==> config.mk <==
export PLATFORM = sky130hd
export DESIGN_NAME = ansi_sgr_text_layout
export DESIGN_NICKNAME = d
export VERILOG_FILES = /design/src/rtl/asgr_pkg.sv /design/src/rtl/ansi_sgr_text_layout.sv /design/src/rtl/asgr_cfg.sv /design/src/rtl/asgr_esc.sv /design/src/rtl/asgr_core.sv
export SDC_FILE = /design/constraint.sdc
export NUM_CORES = 1
export LEC_CHECK = 0
export BUFFER_PORTS_ARGS = -buffer_cell sky130_fd_sc_hd__buf_4
export CAP_MARGIN = 5
export CORE_UTILIZATION = 25
export CTS_BUF_LIST = sky130_fd_sc_hd__clkbuf_4 sky130_fd_sc_hd__clkbuf_8 sky130_fd_sc_hd__clkbuf_16
export DETAILED_ROUTE_END_ITERATION = 8
export GPL_ROUTABILITY_DRIVEN = 0
export PLACE_DENSITY_LB_ADDON = 0.08
export SETUP_SLACK_MARGIN = 0.1
export SLEW_MARGIN = 20
export SYNTH_ARGS = -nofsm -noshare
export SYNTH_HDL_FRONTEND = slang
export SYNTH_HIERARCHICAL = 1
export SYNTH_SLANG_ARGS = --single-unit
==> constraint.sdc <==
create_clock -name clk -period 26.7 [get_ports clk]
set_clock_uncertainty 0.05 [all_clocks]
set_input_delay 8.01 -clock clk [delete_from_list [all_inputs] [get_ports clk]]
set_output_delay 8.01 -clock clk [all_outputs]
set_load 0.01 [all_outputs]
==> src/rtl/asgr_pkg.sv <==
package asgr_pkg;

    localparam int unsigned CODE_W      = 21;
    localparam int unsigned ADV_W       = 16;
    localparam int unsigned PEN_X_W     = 22;
    localparam int unsigned PX_W        = 16;
    localparam int unsigned STYLE_W     = 2;
    localparam int unsigned COLOR_W     = 24;
    localparam int unsigned FONT_W      = 8;
    localparam int unsigned CFG_INDEX_W = 3;
    localparam int unsigned CFG_DATA_W  = 24;

    // character codes with a meaning of their own
    localparam logic [CODE_W-1:0] CH_TAB = 21'd9;
    localparam logic [CODE_W-1:0] CH_LF  = 21'd10;
    localparam logic [CODE_W-1:0] CH_VT  = 21'd11;
    localparam logic [CODE_W-1:0] CH_CR  = 21'd13;
    localparam logic [CODE_W-1:0] CH_ESC = 21'd27;
    localparam logic [CODE_W-1:0] CH_M   = 21'd109;

    typedef enum logic [CFG_INDEX_W-1:0] {
        CFG_ORIGIN_X,
        CFG_ORIGIN_Y,
        CFG_INITIAL_STYLE,
        CFG_INITIAL_COLOR,
        CFG_FONT_SIZE_PX,
        CFG_WINDOW_WIDTH,
        CFG_WINDOW_HEIGHT,
        CFG_WRAP_ENABLE
    } cfg_index_t;

    typedef struct packed {
        logic [PX_W-1:0]    origin_x;
        logic [PX_W-1:0]    origin_y;
        logic [STYLE_W-1:0] initial_style;
        logic [COLOR_W-1:0] initial_color;
        logic [FONT_W-1:0]  font_size_px;
        logic [PX_W-1:0]    window_width;
        logic [PX_W-1:0]    window_height;
        logic               wrap_enable;
    } cfg_t;

    localparam cfg_t CFG_RESET = '{
        origin_x:      16'd0,
        origin_y:      16'd0,
        initial_style: 2'd0,
        initial_color: 24'd0,
        font_size_px:  8'd16,
        window_width:  16'd1024,
        window_height: 16'd768,
        wrap_enable:   1'b0
    };

    typedef enum logic [2:0] {
        SGR_NONE,
        SGR_RESET,
        SGR_BOLD,
        SGR_ITALIC,
        SGR_COLOR,
        SGR_NO_BOLD,
        SGR_NO_ITALIC,
        SGR_BAD
    } sgr_op_t;

    typedef struct packed {
        logic               busy;
        sgr_op_t            op;
        logic [COLOR_W-1:0] color;
    } esc_res_t;

    typedef struct packed {
        logic              start_of_string;
        logic [CODE_W-1:0] char_code;
        logic [ADV_W-1:0]  advance_regular;
        logic [ADV_W-1:0]  advance_bold;
        logic [ADV_W-1:0]  advance_italic;
        logic [ADV_W-1:0]  advance_bold_italic;
    } in_item_t;

    typedef struct packed {
        logic               draw_glyph;
        logic [PEN_X_W-1:0] pen_x;
        logic [PX_W-1:0]    pen_y;
        logic [STYLE_W-1:0] style;
        logic [COLOR_W-1:0] color;
        logic [PX_W-1:0]    area_right;
        logic [PX_W-1:0]    area_bottom;
        logic               stopped;
        logic               bad_sequence;
    } out_item_t;

endpackage

==> src/rtl/ansi_sgr_text_layout.sv <==
// Text layout with ANSI SGR escape handling. One character per cycle is
// taken on the item channel while item_stall is low, and each one gives
// exactly one result: it passes the input register, then the pen, style and
// escape update into the result register. The figure of one item a cycle is
// set by that state update, which every character reads and writes in turn.
// The item register lets a new character in while a result waits on a stalled
// result channel. cfg_ready is always high; registers are to be written only
// while no character is in flight. State starts at origin zero after reset and
// is reloaded from the registers by start_of_string.
module ansi_sgr_text_layout #(
    parameter int unsigned ESCAPE_BYTES = 4
) (
    input  logic                                clk,
    input  logic                                rst_n,
    input  logic                                item_valid,
    output logic                                item_stall,
    input  asgr_pkg::in_item_t                  item,
    output logic                                result_valid,
    input  logic                                result_stall,
    output asgr_pkg::out_item_t                 result,
    input  logic                                cfg_valid,
    output logic                                cfg_ready,
    input  logic [asgr_pkg::CFG_INDEX_W-1:0]    cfg_index,
    input  logic [asgr_pkg::CFG_DATA_W-1:0]     cfg_data
);

    logic               item_vld_reg;
    logic               item_vld_next;
    asgr_pkg::in_item_t item_reg;
    logic               res_vld_reg;
    logic               res_vld_next;
    logic               adv_out;
    logic               take;
    logic               fire;
    logic               run;
    asgr_pkg::cfg_t     regs;
    asgr_pkg::esc_res_t esc;

    always_comb
    begin
        adv_out       = !res_vld_reg || !result_stall;
        fire          = item_vld_reg && adv_out;
        item_stall    = item_vld_reg && !adv_out;
        take          = item_valid && !item_stall;
        item_vld_next = take || (item_vld_reg && !adv_out);
        res_vld_next  = adv_out ? item_vld_reg : res_vld_reg;
    end

    always_ff @(posedge clk or negedge rst_n)
    begin
        if (!rst_n)
        begin
            item_vld_reg <= 1'b0;
            res_vld_reg  <= 1'b0;
        end
        else
        begin
            item_vld_reg <= item_vld_next;
            res_vld_reg  <= res_vld_next;
        end
    end

    always_ff @(posedge clk)
    begin
        if (take)
        begin
            item_reg <= item;
        end
    end

    assign cfg_ready    = 1'b1;
    assign result_valid = res_vld_reg;

    asgr_cfg u_cfg (
        .clk      (clk),
        .rst_n    (rst_n),
        .wr_en    (cfg_valid && cfg_ready),
        .wr_index (cfg_index),
        .wr_data  (cfg_data),
        .regs     (regs)
    );

    asgr_esc #(
        .ESCAPE_BYTES (ESCAPE_BYTES)
    ) u_esc (
        .clk   (clk),
        .rst_n (rst_n),
        .fire  (fire),
        .sos   (item_reg.start_of_string),
        .run   (run),
        .code  (item_reg.char_code),
        .res   (esc)
    );

    asgr_core u_core (
        .clk    (clk),
        .rst_n  (rst_n),
        .fire   (fire),
        .item   (item_reg),
        .cfg    (regs),
        .esc    (esc),
        .run    (run),
        .result (result)
    );

endmodule

==> src/rtl/asgr_cfg.sv <==
module asgr_cfg (
    input  logic                               clk,
    input  logic                               rst_n,
    input  logic                               wr_en,
    input  logic [asgr_pkg::CFG_INDEX_W-1:0]   wr_index,
    input  logic [asgr_pkg::CFG_DATA_W-1:0]    wr_data,
    output asgr_pkg::cfg_t                     regs
);

    asgr_pkg::cfg_t cfg_reg;
    asgr_pkg::cfg_t cfg_next;

    always_comb
    begin
        cfg_next = cfg_reg;
        if (wr_en)
        begin
            unique case (asgr_pkg::cfg_index_t'(wr_index))
                asgr_pkg::CFG_ORIGIN_X:      cfg_next.origin_x      = wr_data[15:0];
                asgr_pkg::CFG_ORIGIN_Y:      cfg_next.origin_y      = wr_data[15:0];
                asgr_pkg::CFG_INITIAL_STYLE: cfg_next.initial_style = wr_data[1:0];
                asgr_pkg::CFG_INITIAL_COLOR: cfg_next.initial_color = wr_data[23:0];
                asgr_pkg::CFG_FONT_SIZE_PX:  cfg_next.font_size_px  = wr_data[7:0];
                asgr_pkg::CFG_WINDOW_WIDTH:  cfg_next.window_width  = wr_data[15:0];
                asgr_pkg::CFG_WINDOW_HEIGHT: cfg_next.window_height = wr_data[15:0];
                asgr_pkg::CFG_WRAP_ENABLE:   cfg_next.wrap_enable   = wr_data[0];
            endcase
        end
    end

    always_ff @(posedge clk or negedge rst_n)
    begin
        if (!rst_n)
        begin
            cfg_reg <= asgr_pkg::CFG_RESET;
        end
        else
        begin
            cfg_reg <= cfg_next;
        end
    end

    assign regs = cfg_reg;

endmodule

==> src/rtl/asgr_esc.sv <==
module asgr_esc #(
    parameter int unsigned ESCAPE_BYTES = 4
) (
    input  logic                          clk,
    input  logic                          rst_n,
    input  logic                          fire,
    input  logic                          sos,
    input  logic                          run,
    input  logic [asgr_pkg::CODE_W-1:0]   code,
    output asgr_pkg::esc_res_t            res
);

    localparam int unsigned LEN_W = $clog2(ESCAPE_BYTES + 2);
    localparam int unsigned IDX_W = $clog2(ESCAPE_BYTES);

    localparam logic [7:0] B_LBRACKET = 8'h5B;
    localparam logic [7:0] B_ZERO     = 8'h30;
    localparam logic [7:0] B_ONE      = 8'h31;
    localparam logic [7:0] B_TWO      = 8'h32;
    localparam logic [7:0] B_THREE    = 8'h33;
    localparam logic [7:0] B_SEVEN    = 8'h37;
    localparam logic [7:0] B_NINE     = 8'h39;

    function automatic logic [23:0] normal_color(input logic [2:0] idx);
        logic [23:0] c;
        case (idx)
            3'd0:    c = 24'h000000;
            3'd1:    c = 24'hCD0000;
            3'd2:    c = 24'h00CD00;
            3'd3:    c = 24'hCDCD00;
            3'd4:    c = 24'h0000EE;
            3'd5:    c = 24'hCD00CD;
            3'd6:    c = 24'h00CDCD;
            default: c = 24'hE5E5E5;
        endcase
        return c;
    endfunction

    function automatic logic [23:0] bright_color(input logic [2:0] idx);
        logic [23:0] c;
        case (idx)
            3'd0:    c = 24'h7F7F7F;
            3'd1:    c = 24'hFF0000;
            3'd2:    c = 24'h00FF00;
            3'd3:    c = 24'hFFFF00;
            3'd4:    c = 24'h5C5CFF;
            3'd5:    c = 24'hFF00FF;
            3'd6:    c = 24'h00FFFF;
            default: c = 24'hFFFFFF;
        endcase
        return c;
    endfunction

    logic [LEN_W-1:0] len_reg;
    logic [LEN_W-1:0] len_next;
    logic [LEN_W-1:0] len_eff;
    logic [7:0]       esc_byte_reg [ESCAPE_BYTES];

    logic             busy;
    logic             is_ctrl;
    logic             push;
    logic             clear;
    logic             digit;
    logic             n3;
    logic             n4;
    logic [7:0]       b1;
    logic [7:0]       b2;
    logic [7:0]       b3;
    asgr_pkg::sgr_op_t dec_op;
    logic [23:0]      dec_color;

    always_comb
    begin
        // a new string starts with an empty buffer
        len_eff = sos ? '0 : len_reg;
        busy    = (len_eff != '0);
        is_ctrl = (code == asgr_pkg::CH_TAB) || (code == asgr_pkg::CH_LF) ||
                  (code == asgr_pkg::CH_VT)  || (code == asgr_pkg::CH_CR);
        push    = run && ((code == asgr_pkg::CH_ESC) ||
                          (busy && !is_ctrl && (code != asgr_pkg::CH_M)));
        clear   = run && busy && (code == asgr_pkg::CH_M);

        len_next = len_eff;
        if (push)
        begin
            // length stops one past the buffer so an overlong sequence stays bad
            if (len_eff <= LEN_W'(ESCAPE_BYTES))
            begin
                len_next = len_eff + 1'b1;
            end
        end
        else if (clear)
        begin
            len_next = '0;
        end
    end

    always_comb
    begin
        b1    = esc_byte_reg[1];
        b2    = esc_byte_reg[2];
        b3    = esc_byte_reg[3];
        n3    = (len_eff == LEN_W'(3));
        n4    = (len_eff == LEN_W'(4));
        digit = (b3 >= B_ZERO) && (b3 <= B_SEVEN);
        dec_color = 24'd0;
        dec_op    = asgr_pkg::SGR_BAD;
        if ((len_eff >= LEN_W'(3)) && (len_eff <= LEN_W'(ESCAPE_BYTES)) &&
            (b1 == B_LBRACKET))
        begin
            case (b2)
                B_ZERO: dec_op = asgr_pkg::SGR_RESET;
                B_ONE:  dec_op = asgr_pkg::SGR_BOLD;
                B_THREE:
                begin
                    if (n3)
                    begin
                        dec_op = asgr_pkg::SGR_ITALIC;
                    end
                    else if (n4 && digit)
                    begin
                        dec_op    = asgr_pkg::SGR_COLOR;
                        dec_color = normal_color(b3[2:0]);
                    end
                end
                B_NINE:
                begin
                    if (n4 && digit)
                    begin
                        dec_op    = asgr_pkg::SGR_COLOR;
                        dec_color = bright_color(b3[2:0]);
                    end
                end
                B_TWO:
                begin
                    if (n4 && ((b3 == B_ONE) || (b3 == B_TWO)))
                    begin
                        dec_op = asgr_pkg::SGR_NO_BOLD;
                    end
                    else if (n4 && (b3 == B_THREE))
                    begin
                        dec_op = asgr_pkg::SGR_NO_ITALIC;
                    end
                end
                default: dec_op = asgr_pkg::SGR_BAD;
            endcase
        end

        res.busy  = busy;
        res.op    = busy ? dec_op : asgr_pkg::SGR_NONE;
        res.color = dec_color;
    end

    always_ff @(posedge clk or negedge rst_n)
    begin
        if (!rst_n)
        begin
            len_reg <= '0;
        end
        else if (fire)
        begin
            len_reg <= len_next;
        end
    end

    always_ff @(posedge clk)
    begin
        if (fire && push && (len_eff < LEN_W'(ESCAPE_BYTES)))
        begin
            esc_byte_reg[len_eff[IDX_W-1:0]] <= code[7:0];
        end
    end

endmodule

==> src/rtl/asgr_core.sv <==
module asgr_core (
    input  logic                 clk,
    input  logic                 rst_n,
    input  logic                 fire,
    input  asgr_pkg::in_item_t   item,
    input  asgr_pkg::cfg_t       cfg,
    input  asgr_pkg::esc_res_t   esc,
    output logic                 run,
    output asgr_pkg::out_item_t  result
);

    function automatic logic [21:0] sat_x(input logic [22:0] s);
        return s[22] ? '1 : s[21:0];
    endfunction

    function automatic logic [15:0] sat_px(input logic [16:0] s);
        return s[16] ? '1 : s[15:0];
    endfunction

    function automatic logic [15:0] ceil_px(input logic [21:0] x);
        logic [22:0] t;
        t = {1'b0, x} + 23'd63;
        return sat_px(t[22:6]);
    endfunction

    logic [21:0] pen_x_reg, pen_x_next;
    logic [15:0] pen_y_reg, pen_y_next;
    logic [1:0]  style_reg, style_next;
    logic [23:0] color_reg, color_next;
    logic [15:0] right_reg, right_next;
    logic        halted_reg, halted_next;
    asgr_pkg::out_item_t result_reg, result_next;

    logic [21:0] origin_fx;
    logic [21:0] x0, x1, x2;
    logic [15:0] y0, y1, y2;
    logic [1:0]  st0, st1;
    logic [23:0] col0, col1;
    logic [15:0] rt0, rt1;
    logic        h0;
    logic        glyph;
    logic        bad;
    logic        stop;
    logic        draw;
    logic        wrap_hit;
    logic [15:0] adv;

    always_comb
    begin
        origin_fx = {cfg.origin_x, 6'b0};
        x0   = item.start_of_string ? origin_fx          : pen_x_reg;
        y0   = item.start_of_string ? cfg.origin_y       : pen_y_reg;
        st0  = item.start_of_string ? cfg.initial_style  : style_reg;
        col0 = item.start_of_string ? cfg.initial_color  : color_reg;
        rt0  = item.start_of_string ? cfg.origin_x       : right_reg;
        h0   = item.start_of_string ? 1'b0               : halted_reg;
        run  = !h0;

        x1 = x0;
        y1 = y0;
        st1 = st0;
        col1 = col0;
        rt1 = rt0;
        glyph = 1'b0;
        bad = 1'b0;

        if (run)
        begin
            case (item.char_code)
                asgr_pkg::CH_LF:
                begin
                    x1 = origin_fx;
                    y1 = sat_px({1'b0, y0} + 17'(cfg.font_size_px));
                end
                asgr_pkg::CH_CR:
                begin
                    x1 = origin_fx;
                end
                asgr_pkg::CH_TAB:
                begin
                    x1 = sat_x({1'b0, x0} + 23'({cfg.font_size_px, 8'b0}));
                    if (ceil_px(x1) > rt0)
                    begin
                        rt1 = ceil_px(x1);
                    end
                end
                asgr_pkg::CH_VT:
                begin
                    x1 = origin_fx;
                    y1 = sat_px({1'b0, y0} + 17'({cfg.font_size_px, 2'b0}));
                end
                asgr_pkg::CH_ESC:
                begin
                    // buffered by the escape collector
                end
                asgr_pkg::CH_M:
                begin
                    if (esc.busy)
                    begin
                        case (esc.op)
                            asgr_pkg::SGR_RESET:
                            begin
                                st1  = cfg.initial_style;
                                col1 = cfg.initial_color;
                            end
                            asgr_pkg::SGR_BOLD:      st1[0] = 1'b1;
                            asgr_pkg::SGR_ITALIC:    st1[1] = 1'b1;
                            asgr_pkg::SGR_COLOR:     col1   = esc.color;
                            asgr_pkg::SGR_NO_BOLD:   st1[0] = 1'b0;
                            asgr_pkg::SGR_NO_ITALIC: st1[1] = 1'b0;
                            asgr_pkg::SGR_BAD:       bad    = 1'b1;
                            default: ;
                        endcase
                    end
                    else
                    begin
                        glyph = 1'b1;
                    end
                end
                default:
                begin
                    glyph = !esc.busy;
                end
            endcase
        end

        // wrap before drawing, compared in 1/64 px
        wrap_hit = cfg.wrap_enable &&
                   (({1'b0, x1} + 23'({cfg.font_size_px, 6'b0})) >
                    23'({cfg.window_width, 6'b0}));
        x2 = x1;
        y2 = y1;
        if (glyph && wrap_hit)
        begin
            x2 = origin_fx;
            y2 = sat_px({1'b0, y1} + 17'(cfg.font_size_px));
        end

        stop = glyph && (y2 > cfg.window_height);
        draw = glyph && !stop;

        case (st1)
            2'd0:    adv = item.advance_regular;
            2'd1:    adv = item.advance_bold;
            2'd2:    adv = item.advance_italic;
            default: adv = item.advance_bold_italic;
        endcase

        pen_x_next  = x2;
        right_next  = rt1;
        if (draw)
        begin
            pen_x_next = sat_x({1'b0, x2} + 23'(adv));
            if (ceil_px(pen_x_next) > rt1)
            begin
                right_next = ceil_px(pen_x_next);
            end
        end
        pen_y_next  = y2;
        style_next  = st1;
        color_next  = col1;
        halted_next = h0 | stop;

        result_next.draw_glyph   = draw;
        result_next.pen_x        = x2;
        result_next.pen_y        = y2;
        result_next.style        = st1;
        result_next.color        = col1;
        result_next.area_right   = right_next;
        result_next.area_bottom  = sat_px({1'b0, y2} + 17'(cfg.font_size_px));
        result_next.stopped      = halted_next;
        result_next.bad_sequence = bad;
    end

    always_ff @(posedge clk or negedge rst_n)
    begin
        if (!rst_n)
        begin
            pen_x_reg  <= '0;
            pen_y_reg  <= '0;
            style_reg  <= '0;
            color_reg  <= '0;
            right_reg  <= '0;
            halted_reg <= 1'b0;
        end
        else if (fire)
        begin
            pen_x_reg  <= pen_x_next;
            pen_y_reg  <= pen_y_next;
            style_reg  <= style_next;
            color_reg  <= color_next;
            right_reg  <= right_next;
            halted_reg <= halted_next;
        end
    end

    always_ff @(posedge clk)
    begin
        if (fire)
        begin
            result_reg <= result_next;
        end
    end

    assign result = result_reg;

endmodule

==> impl_metrics.toml, run 1 <==
[global_routing]
grt_pass1_vias = 20281
grt_util_all_layers = 0.173
met3_usage = 0.0222
grt_remaining_overflow = 0
globalRoute.busiestLayer = "met2"
use_met2 = 0.290
antenna_found_initial = 5
use_met1 = 0.233
grt_max_degree = 133
grt_pass1_wl_mm = 133

[sta]
fin_crit_sh = 0.617
finalMaxSlewViolations = 0
finalHoldViolations = 0
hold_slack_ps = 451
max_slew_margin = 0.271
layout_setup_ws_ps = 10240
rsz0062_at_grt = "no"
max_freq_mhz = 60.7
fin_setup_tns_ps = 0
worst_slew_pin_slew_ps = 1080
setup_viol = 0
finalCriticalPeriod_ps = 16460

[synthesis]
ys_seq_area_frac = 0.434
syn_inst = 2454
synth-seq-cells = 394
syn-num-nets = 2711
synth_edf_count = 209
ys.flop_type = "edfxtp_1"
syn_area_per_cell_sq_um = 10.2
yosysWarningCount = 6
async_reset_ff_frac = 0.470
yosysUniqueCellTypes = 112
syn-cell-area_sq_mm = 0.0251

[placed_design]
io_buffers = 218
place_area_sq_mm = 0.0282
hpwl_mm = 65.9
numPlacedInstances = 3881
place_ws_ps = 10240

[route]
drtAntennaViolNets = 0
drt_wl_total_mm = 89.3
dr.pass1.iters = 5
wl_per_cell_um = 22.4
vias = 19962
dr.first_iter.drc_count = 1107
via_per_inst = 5.02
drc = 0

[clock_tree]
cts_tree = "yes"
ctsLongestPathBuffers = 3
clock_latency_ps = 630
cts_hold_buf = 0
cts_setup_buffers = 0
clock-sinks = 394
clk_pin_slew_ps = 50
numCtsBuffers = 50
cts_root_buf = "clkbuf_16"
htree_levels = 2
post_cts_resized = 0

[floorplan]
start_util = 0.254
io_pins = 220
rows = 115
core_area_sq_mm = 0.0990
die_x_um = 319
dieArea_sq_mm = 0.102
die_h_um = 319

[critical_path]
cp_max_fo = 3
crit_slowest_cell = "buf_4"
required_ps = 18640
crit_type = "primary input to output pin"
end_kind = "output pin"
crit_start = "result_stall"
start_kind = "primary input"
crit_buf_inv = 3
critical_path.top_delay_family = "buffers and inverters"
crit_top_cell = "buf_4"
r2r_start = "item_reg[85]"
cpPeakStageDelay_ps = 130
arrival_ps = 8400
path_cells = "buf_4, nand3_2, inv_1, buf_4"

[layout]
multi_input_area_sq_mm = 0.0133
layout_common_cells = "260 x nand2_1, 248 x buf_4, 209 x edfxtp_1, 181 x dfrtp_1, 179 x mux2_2"
drive_gt1_frac = 0.219
fin_nets = 2903
finalInstanceArea_sq_mm = 0.0299
final_common_cell = "nand2_1"
ff_latch_area_sq_mm = 0.0109
layoutNonFillerInstCount = 3978
fin_util = 0.302
fill_cells = 10282
syn_to_final_growth_pct = 19.0

[min_path]
hp-start = "u_cfg/regs[67]"
hold_class = "flip-flop to flip-flop"

[power]
p_total_mw = 3.28
p_leak_nw = 12.3
ir_worst_vdd_mv = 0.0411
powerDensity_mw_per_mm2 = 109

[run_status]
status = "finished, final reports clean"

[job]
drv_cap = 0
## metal layers
metal	vias up	part of all wire
li1	9441	-
met1	9936	0.46
met2	491	0.48
met3	94	0.042
met4	0	0.020
met5	-	0
## synth_stat cells, drive strengths merged, types with 36 or more instances
master | instances | area, sq um
a21oi | 155 | 791
a31oi | 37 | 265
buf | 48 | 302
clkbuf | 63 | 238
dfrtp | 181 | 4530
edfxtp | 209 | 6280
ha | 132 | 1650
inv | 133 | 499
mux2 | 190 | 2180
mux2i | 64 | 644
nand2 | 260 | 976
nand2b | 36 | 233
nand3 | 36 | 185
nor2 | 143 | 554
nor3 | 39 | 216
o21ai | 150 | 754
xnor2 | 59 | 517
## cell families after synthesis
family,synth area share
xor gates and xnor gates,0.0333
AOI/OAI and AO/OA,0.155
and+or+nand+nor,0.151
adders and majority gates,0.0724
DFF,0.434
buffers and inverters,0.0413
muxes,0.112
other,0.000149
## power breakdown
part | switching (mW) | internal (mW)
Sequential | 0.116 | 0.820
Combinational | 0.973 | 0.665
Clock | 0.278 | 0.424
Total | 1.37 | 1.91
## worst paths after layout
| path | slack (ps) | to | depth (start not counted) |
|---|---|---|---|
| hold / removal | 450 | u_cfg/regs[67] | 1 |
| max in group asynchronous | 17090 | u_cfg/regs[75] | 3 |
| min in group asynchronous | 7380 | result_valid | 1 |
| setup / recovery | 10240 | item_stall | 4 |
| setup reg to reg | 11210 | u_core/right_reg[15] | 60 |
| hold reg to reg | 450 | u_cfg/regs[67] | 1 |
## worst register-to-register path, delay by kind of cell, from the launching register on
family / cells / cell delay, ps
xor gates and xnor gates: 2 / 470
and+or+nand+nor: 19 / 4240
adders and majority gates: 7 / 2320
buffers and inverters: 3 / 730
muxes: 2 / 660
DFF: 1 / 340
AOI/OAI and AO/OA: 27 / 6560
## area by class of cell
class	instances	share of cell area
antenna	3	0.000251
clock buffer	69	0.0494
clock inverter	25	0.00782
inverter	133	0.0167
multi-input combinational	1816	0.444
sequential	394	0.365
tap	1287	0.0538
timing repair buffer	251	0.0637
Note: power is estimated with default switching activity, not from simulation.
==> inputs of run 2 (changes only) <==
- clock period: 26.7 -> 13.8 ns (I/O delays scaled with it)
==> run 2 against run 1 <==
  * Critical path depth grew 55
  * Register-to-register slack lost 10000 ps
  * Worst hold slack gained 3.0 ps
  * Setup slack lost 9200 ps
  * Sequential power grew 93%
  * Design area grew 1.5%
  * Die area is the same
  * Utilization grew 0.46 points
  * Final cell count grew 1.3%
  * Power grew 98%
  * Global-route usage grew 0.60 points
  * Routed wire length grew 3.3%
  * Largest cell class unchanged
  * Largest power group unchanged
==> impl_metrics.toml, run 2 (same netlist as run 1, synthesis figures left out) <==
[run_status]
status = "finished, final reports clean"

[route]
vias = 20182
dr.first_iter.drc_count = 1321
drtAntennaViolNets = 0
via_per_inst = 5.01
drc = 0
drt_wl_total_mm = 92.2
wl_per_cell_um = 22.9
dr.pass1.iters = 5

[layout]
layout_common_cells = "299 x buf_4, 260 x nand2_1, 209 x edfxtp_1, 181 x dfrtp_1, 179 x mux2_2"
fill_cells = 10208
syn_to_final_growth_pct = 20.8
finalInstanceArea_sq_mm = 0.0304
final_common_cell = "buf_4"
layoutNonFillerInstCount = 4029
drive_gt1_frac = 0.241
fin_nets = 2957
fin_util = 0.307

[floorplan]
rows = 115
io_pins = 220
start_util = 0.254
die_x_um = 319
dieArea_sq_mm = 0.102
die_h_um = 319
core_area_sq_mm = 0.0990

[placed_design]
numPlacedInstances = 3931
io_buffers = 218
place_area_sq_mm = 0.0286
hpwl_mm = 69.0
place_ws_ps = 397

[global_routing]
grt_util_all_layers = 0.179
antenna_found_initial = 5
grt_pass1_wl_mm = 137
grt_max_degree = 126
grt_pass1_vias = 20541
grt_remaining_overflow = 0

[critical_path]
cpPeakStageDelay_ps = 550
required_ps = 14230
crit_type = "flip-flop to flip-flop"
crit_slowest_cell = "or4_1"
start_kind = "flip-flop"
cp_max_fo = 19
critical_path.top_delay_family = "compound AO/OA/AOI/OAI gates"
arrival_ps = 13160
end_kind = "flip-flop"
crit_buf_inv = 7

[power]
p_total_mw = 6.49
ir_worst_vdd_mv = 0.0856
powerDensity_mw_per_mm2 = 214
p_leak_nw = 12.5

[sta]
max_slew_margin = 0.283
worst_slew_pin_slew_ps = 1070
setup_viol = 0
fin_setup_tns_ps = 0
finalHoldViolations = 0
finalCriticalPeriod_ps = 12730
max_freq_mhz = 78.6
rsz0062_at_grt = "no"
hold_slack_ps = 454
fin_crit_sh = 0.922
layout_setup_ws_ps = 1070
finalMaxSlewViolations = 0

[clock_tree]
clk_pin_slew_ps = 60
htree_levels = 2
cts_tree = "yes"
numCtsBuffers = 50
clock-sinks = 394
cts_root_buf = "clkbuf_16"
cts_hold_buf = 0
ctsLongestPathBuffers = 3
clock_latency_ps = 630

[min_path]
hold_class = "flip-flop to flip-flop"

[job]
drv_cap = 0
run 2: final timing paths:
| kind | start | to | slack [ps] | cells after the start |
|---|---|---|---|---|
| setup / recovery | item_reg[85] | u_core/right_reg[11] | 1070 | 59 |
| hold / removal | u_core/color_reg[3] | u_core/color_reg[3] | 450 | 1 |
| setup reg to reg | item_reg[85] | u_core/right_reg[11] | 1070 | 59 |
| max in group asynchronous | rst_n | u_core/pen_y_reg[8] | 8070 | 3 |
| hold reg to reg | u_core/color_reg[3] | u_core/color_reg[3] | 450 | 1 |
| min in group asynchronous | rst_n | item_vld_reg | 3490 | 1 |
run 2: final cells by class:
| class | count | area [sq um] | share of cell area |
|---|---|---|---|
| inverters | 133 | 499 | 0.0164 |
| well taps | 1287 | 1610 | 0.0530 |
| repair buffers | 305 | 2330 | 0.0768 |
| clock inverters | 20 | 188 | 0.00618 |
| diodes | 1 | 2.50 | 0.0000824 |
| flip-flops and latches | 394 | 10900 | 0.359 |
| multi-input cells | 1816 | 13300 | 0.439 |
| clock buffers | 73 | 1500 | 0.0495 |
run 2: timing repair:
action | 4_1_cts | 5_1_grt
resized for setup | 0 | 16
setup buffers | 0 | 4
endpoints found under the setup margin | 0 | 32
hold endpoints to repair | 0 | 0
run 2: power by group:
group / total [mW] / internal [mW] / switching [mW] / leakage (nW)
logic: 3.34 / 1.37 / 1.97 / 7.46
clock network: 1.34 / 0.795 / 0.546 / 0.840
registers: 1.81 / 1.59 / 0.219 / 4.24
run 2: routing by layer:
layer	track usage	wire length (um)	vias to the layer above
met3	0.0234	3650	106
met5	0	0	-
met2	0.301	44000	519
met4	0.0426	2040	0
met1	0.241	42500	10016
li1	-	-	9541
==> inputs of run 3 (changes only) <==
- ABC_AREA: not set -> 1
==> run 3 against run 2 <==
  * Fmax grew 1.4%
  * Routed wire length rose by 7.1%
  * Non-clock buffer count decreased by 38
  * First-iteration DRC count rose by 12%
  * Utilization fell by 0.61 points
  * Global-route usage up 0.57 points
  * Via count grew 13%
  * Largest power group unchanged
==> impl_metrics.toml, run 3 <==
[run_status]
status = "finished, final reports clean"

[clock_tree]
clock_latency_ps = 620
clock-sinks = 394
clk_pin_slew_ps = 60
numCtsBuffers = 50
cts_tree = "yes"
cts_root_buf = "clkbuf_16"
ctsLongestPathBuffers = 3
cts_hold_buf = 0
htree_levels = 2

[route]
dr.pass1.iters = 6
drc = 0
wl_per_cell_um = 19.8
dr.first_iter.drc_count = 1484
drtAntennaViolNets = 0
drt_wl_total_mm = 98.7
via_per_inst = 4.57
vias = 22833

[synthesis]
ys.flop_type = "edfxtp_1"
yosysWarningCount = 6
synth-seq-cells = 394
synth_top_family_by_area = "simple AND/OR/NAND/NOR gates"
syn-cell-area_sq_mm = 0.0260
synth_edf_count = 209
ys_seq_area_frac = 0.419
synth-compound-area-share = 0.118
synth.area.top_cells = "edfxtp_1 24%, dfrtp_1 17%, nand2_1 14%"
synth-xor-area-share = 0.0205
async_reset_ff_frac = 0.470
synth-simple-area-share = 0.279
syn-num-nets = 3627
yosysMostFrequentCell = "nand2_1"
synthTopCellsByCount = "941 x nand2_1, 457 x inv_1, 266 x o21ai_0, 235 x nand3_1, 229 x nor2_1"
syn_area_per_cell_sq_um = 7.72
synth.area.mux_share = 0.00192
synth_top_area_cell = "edfxtp_1"
syn_inst = 3370
synth_fa_ha_area_frac = 0.0688
yosysUniqueCellTypes = 71
yosys.area.top_type_share = 0.241

[global_routing]
antenna_found_initial = 1
met3_usage = 0.0234
grt_max_degree = 75
globalRoute.busiestLayer = "met2"
use_met1 = 0.253
grt_util_all_layers = 0.184
grt_pass1_wl_mm = 148
use_met2 = 0.308
grt_remaining_overflow = 0
grt_pass1_vias = 22440

[power]
clkPwrFrac = 0.209
ir_worst_vdd_mv = 0.0936
powerDensity_mw_per_mm2 = 199
intPower_mw = 3.34
p_leak_nw = 14.7
combPwrFrac = 0.515
p_sw_frac = 0.455
seq_power_share = 0.276
p_switching_mw = 2.79

[critical_path]
crit_type = "flip-flop to flip-flop"
crit_top_cell = "nand2_1"
required_ps = 14100
critical_path.top_delay_family = "simple AND/OR/NAND/NOR gates"
crit_buf_inv = 13
end_kind = "flip-flop"
crit_slowest_cell = "edfxtp_1"
start_kind = "flip-flop"
cpPeakStageDelay_ps = 570
cp_max_fo = 39
arrival_ps = 12850

[layout]
drive_gt1_frac = 0.145
fin_nets = 3840
final_common_cell = "nand2_1"
multi_input_area_sq_mm = 0.0128
finalInstanceArea_sq_mm = 0.0308
fill_cells = 11229
syn_to_final_growth_pct = 18.4
ff_latch_area_sq_mm = 0.0109
layoutNonFillerInstCount = 4991
layout_common_cells = "941 x nand2_1, 455 x inv_1, 266 x buf_4, 265 x o21ai_0, 233 x nand3_1"

[sta]
hold_slack_ps = 413
finalMaxSlewViolations = 0
fin_setup_tns_ps = 0
finalCriticalPeriod_ps = 12550
worst_slew_pin_slew_ps = 1070
rsz0062_at_grt = "no"
max_freq_mhz = 79.7
setup_viol = 0
max_slew_margin = 0.286
finalHoldViolations = 0
fin_crit_sh = 0.910

[floorplan]
rows = 117
die_h_um = 325
start_util = 0.254
io_pins = 220
die_x_um = 325
core_area_sq_mm = 0.102
dieArea_sq_mm = 0.105

[placed_design]
numPlacedInstances = 4892
io_buffers = 218
hpwl_mm = 74.5
place_area_sq_mm = 0.0291

[job]
drv_cap = 0

[min_path]
hold_class = "flip-flop to flip-flop"
-- run 3: cell type report --
class | count | area share
antenna | 1 | 0.0000812
clock buffer | 72 | 0.0471
clock inverter | 19 | 0.00455
inverter | 482 | 0.0592
multi-input combinational | 2388 | 0.414
sequential | 394 | 0.354
tap | 1368 | 0.0555
timing repair buffer | 267 | 0.0652
-- run 3: what timing repair did --
action | 4_1_cts | 5_1_grt
pin swaps | 0 | 1
setup endpoints to repair | 1 | 32
resized for setup | 1 | 4
setup buffers | 0 | 7
-- run 3: worst paths after layout --
check / startpoint / to / slack (ps) / depth (start not counted)
setup / recovery: item_reg[85] / u_core/result[18] / 1250 / 77
hold / removal: u_cfg/regs[76] / u_cfg/regs[76] / 410 / 2
setup reg to reg: item_reg[85] / u_core/result[18] / 1250 / 77
hold reg to reg: u_cfg/regs[76] / u_cfg/regs[76] / 410 / 2
max in group asynchronous: rst_n / u_core/right_reg[2] / 8030 / 3
min in group asynchronous: rst_n / u_core/color_reg[6] / 3470 / 1
-- run 3: metal layers --
| metal | wire [um] | vias to the layer above |
|---|---|---|
| li1 | - | 11494 |
| met1 | 46100 | 10786 |
| met2 | 46700 | 470 |
| met3 | 4130 | 83 |
| met4 | 1770 | 0 |
| met5 | 0 | - |
-- run 3: through the flow --
step | total power, mW | utilization | setup slack, ps
CTS | 6.20 | 0.300 | 346
global route | 6.66 | 0.301 | 113
floorplan | 3.78 | - | 2410
finish | 6.14 | 0.301 | 1250
detailed placement | 4.87 | 0.284 | 133
global placement | 4.90 | 0.284 | 190
-- run 3: cell families (layout without fill, tap and decap cells) --
kind of cell,Yosys count,after routing
AND/OR/NAND/NOR,1634,1634
buffers and inverters,588,840
AO/OA/AOI/OAI,549,549
flip-flops,394,394
adder cells (fa/ha/maj),139,139
XOR/XNOR,60,60
multiplexers,5,5
other,1,2
-- run 3: power groups by stage --
stage,Combinational (mW),Sequential [mW],Clock [mW]
2_1_floorplan,2.07,1.71,0
6_report,3.16,1.69,1.29
5_1_grt,3.56,1.73,1.38
3_3_place_gp,3.18,1.73,0
4_1_cts,3.16,1.70,1.33
3_5_place_dp,3.14,1.72,0
-- run 3: worst reg2reg max path, delay by kind of cell, from the launching register on --
kind / cells / cell delay [ps]
AOI/OAI and AO/OA: 16 / 2890
xor gates and xnor gates: 1 / 170
adders and majority gates: 6 / 1840
buffers and inverters: 13 / 1400
DFF: 1 / 570
and+or+nand+nor: 41 / 5370
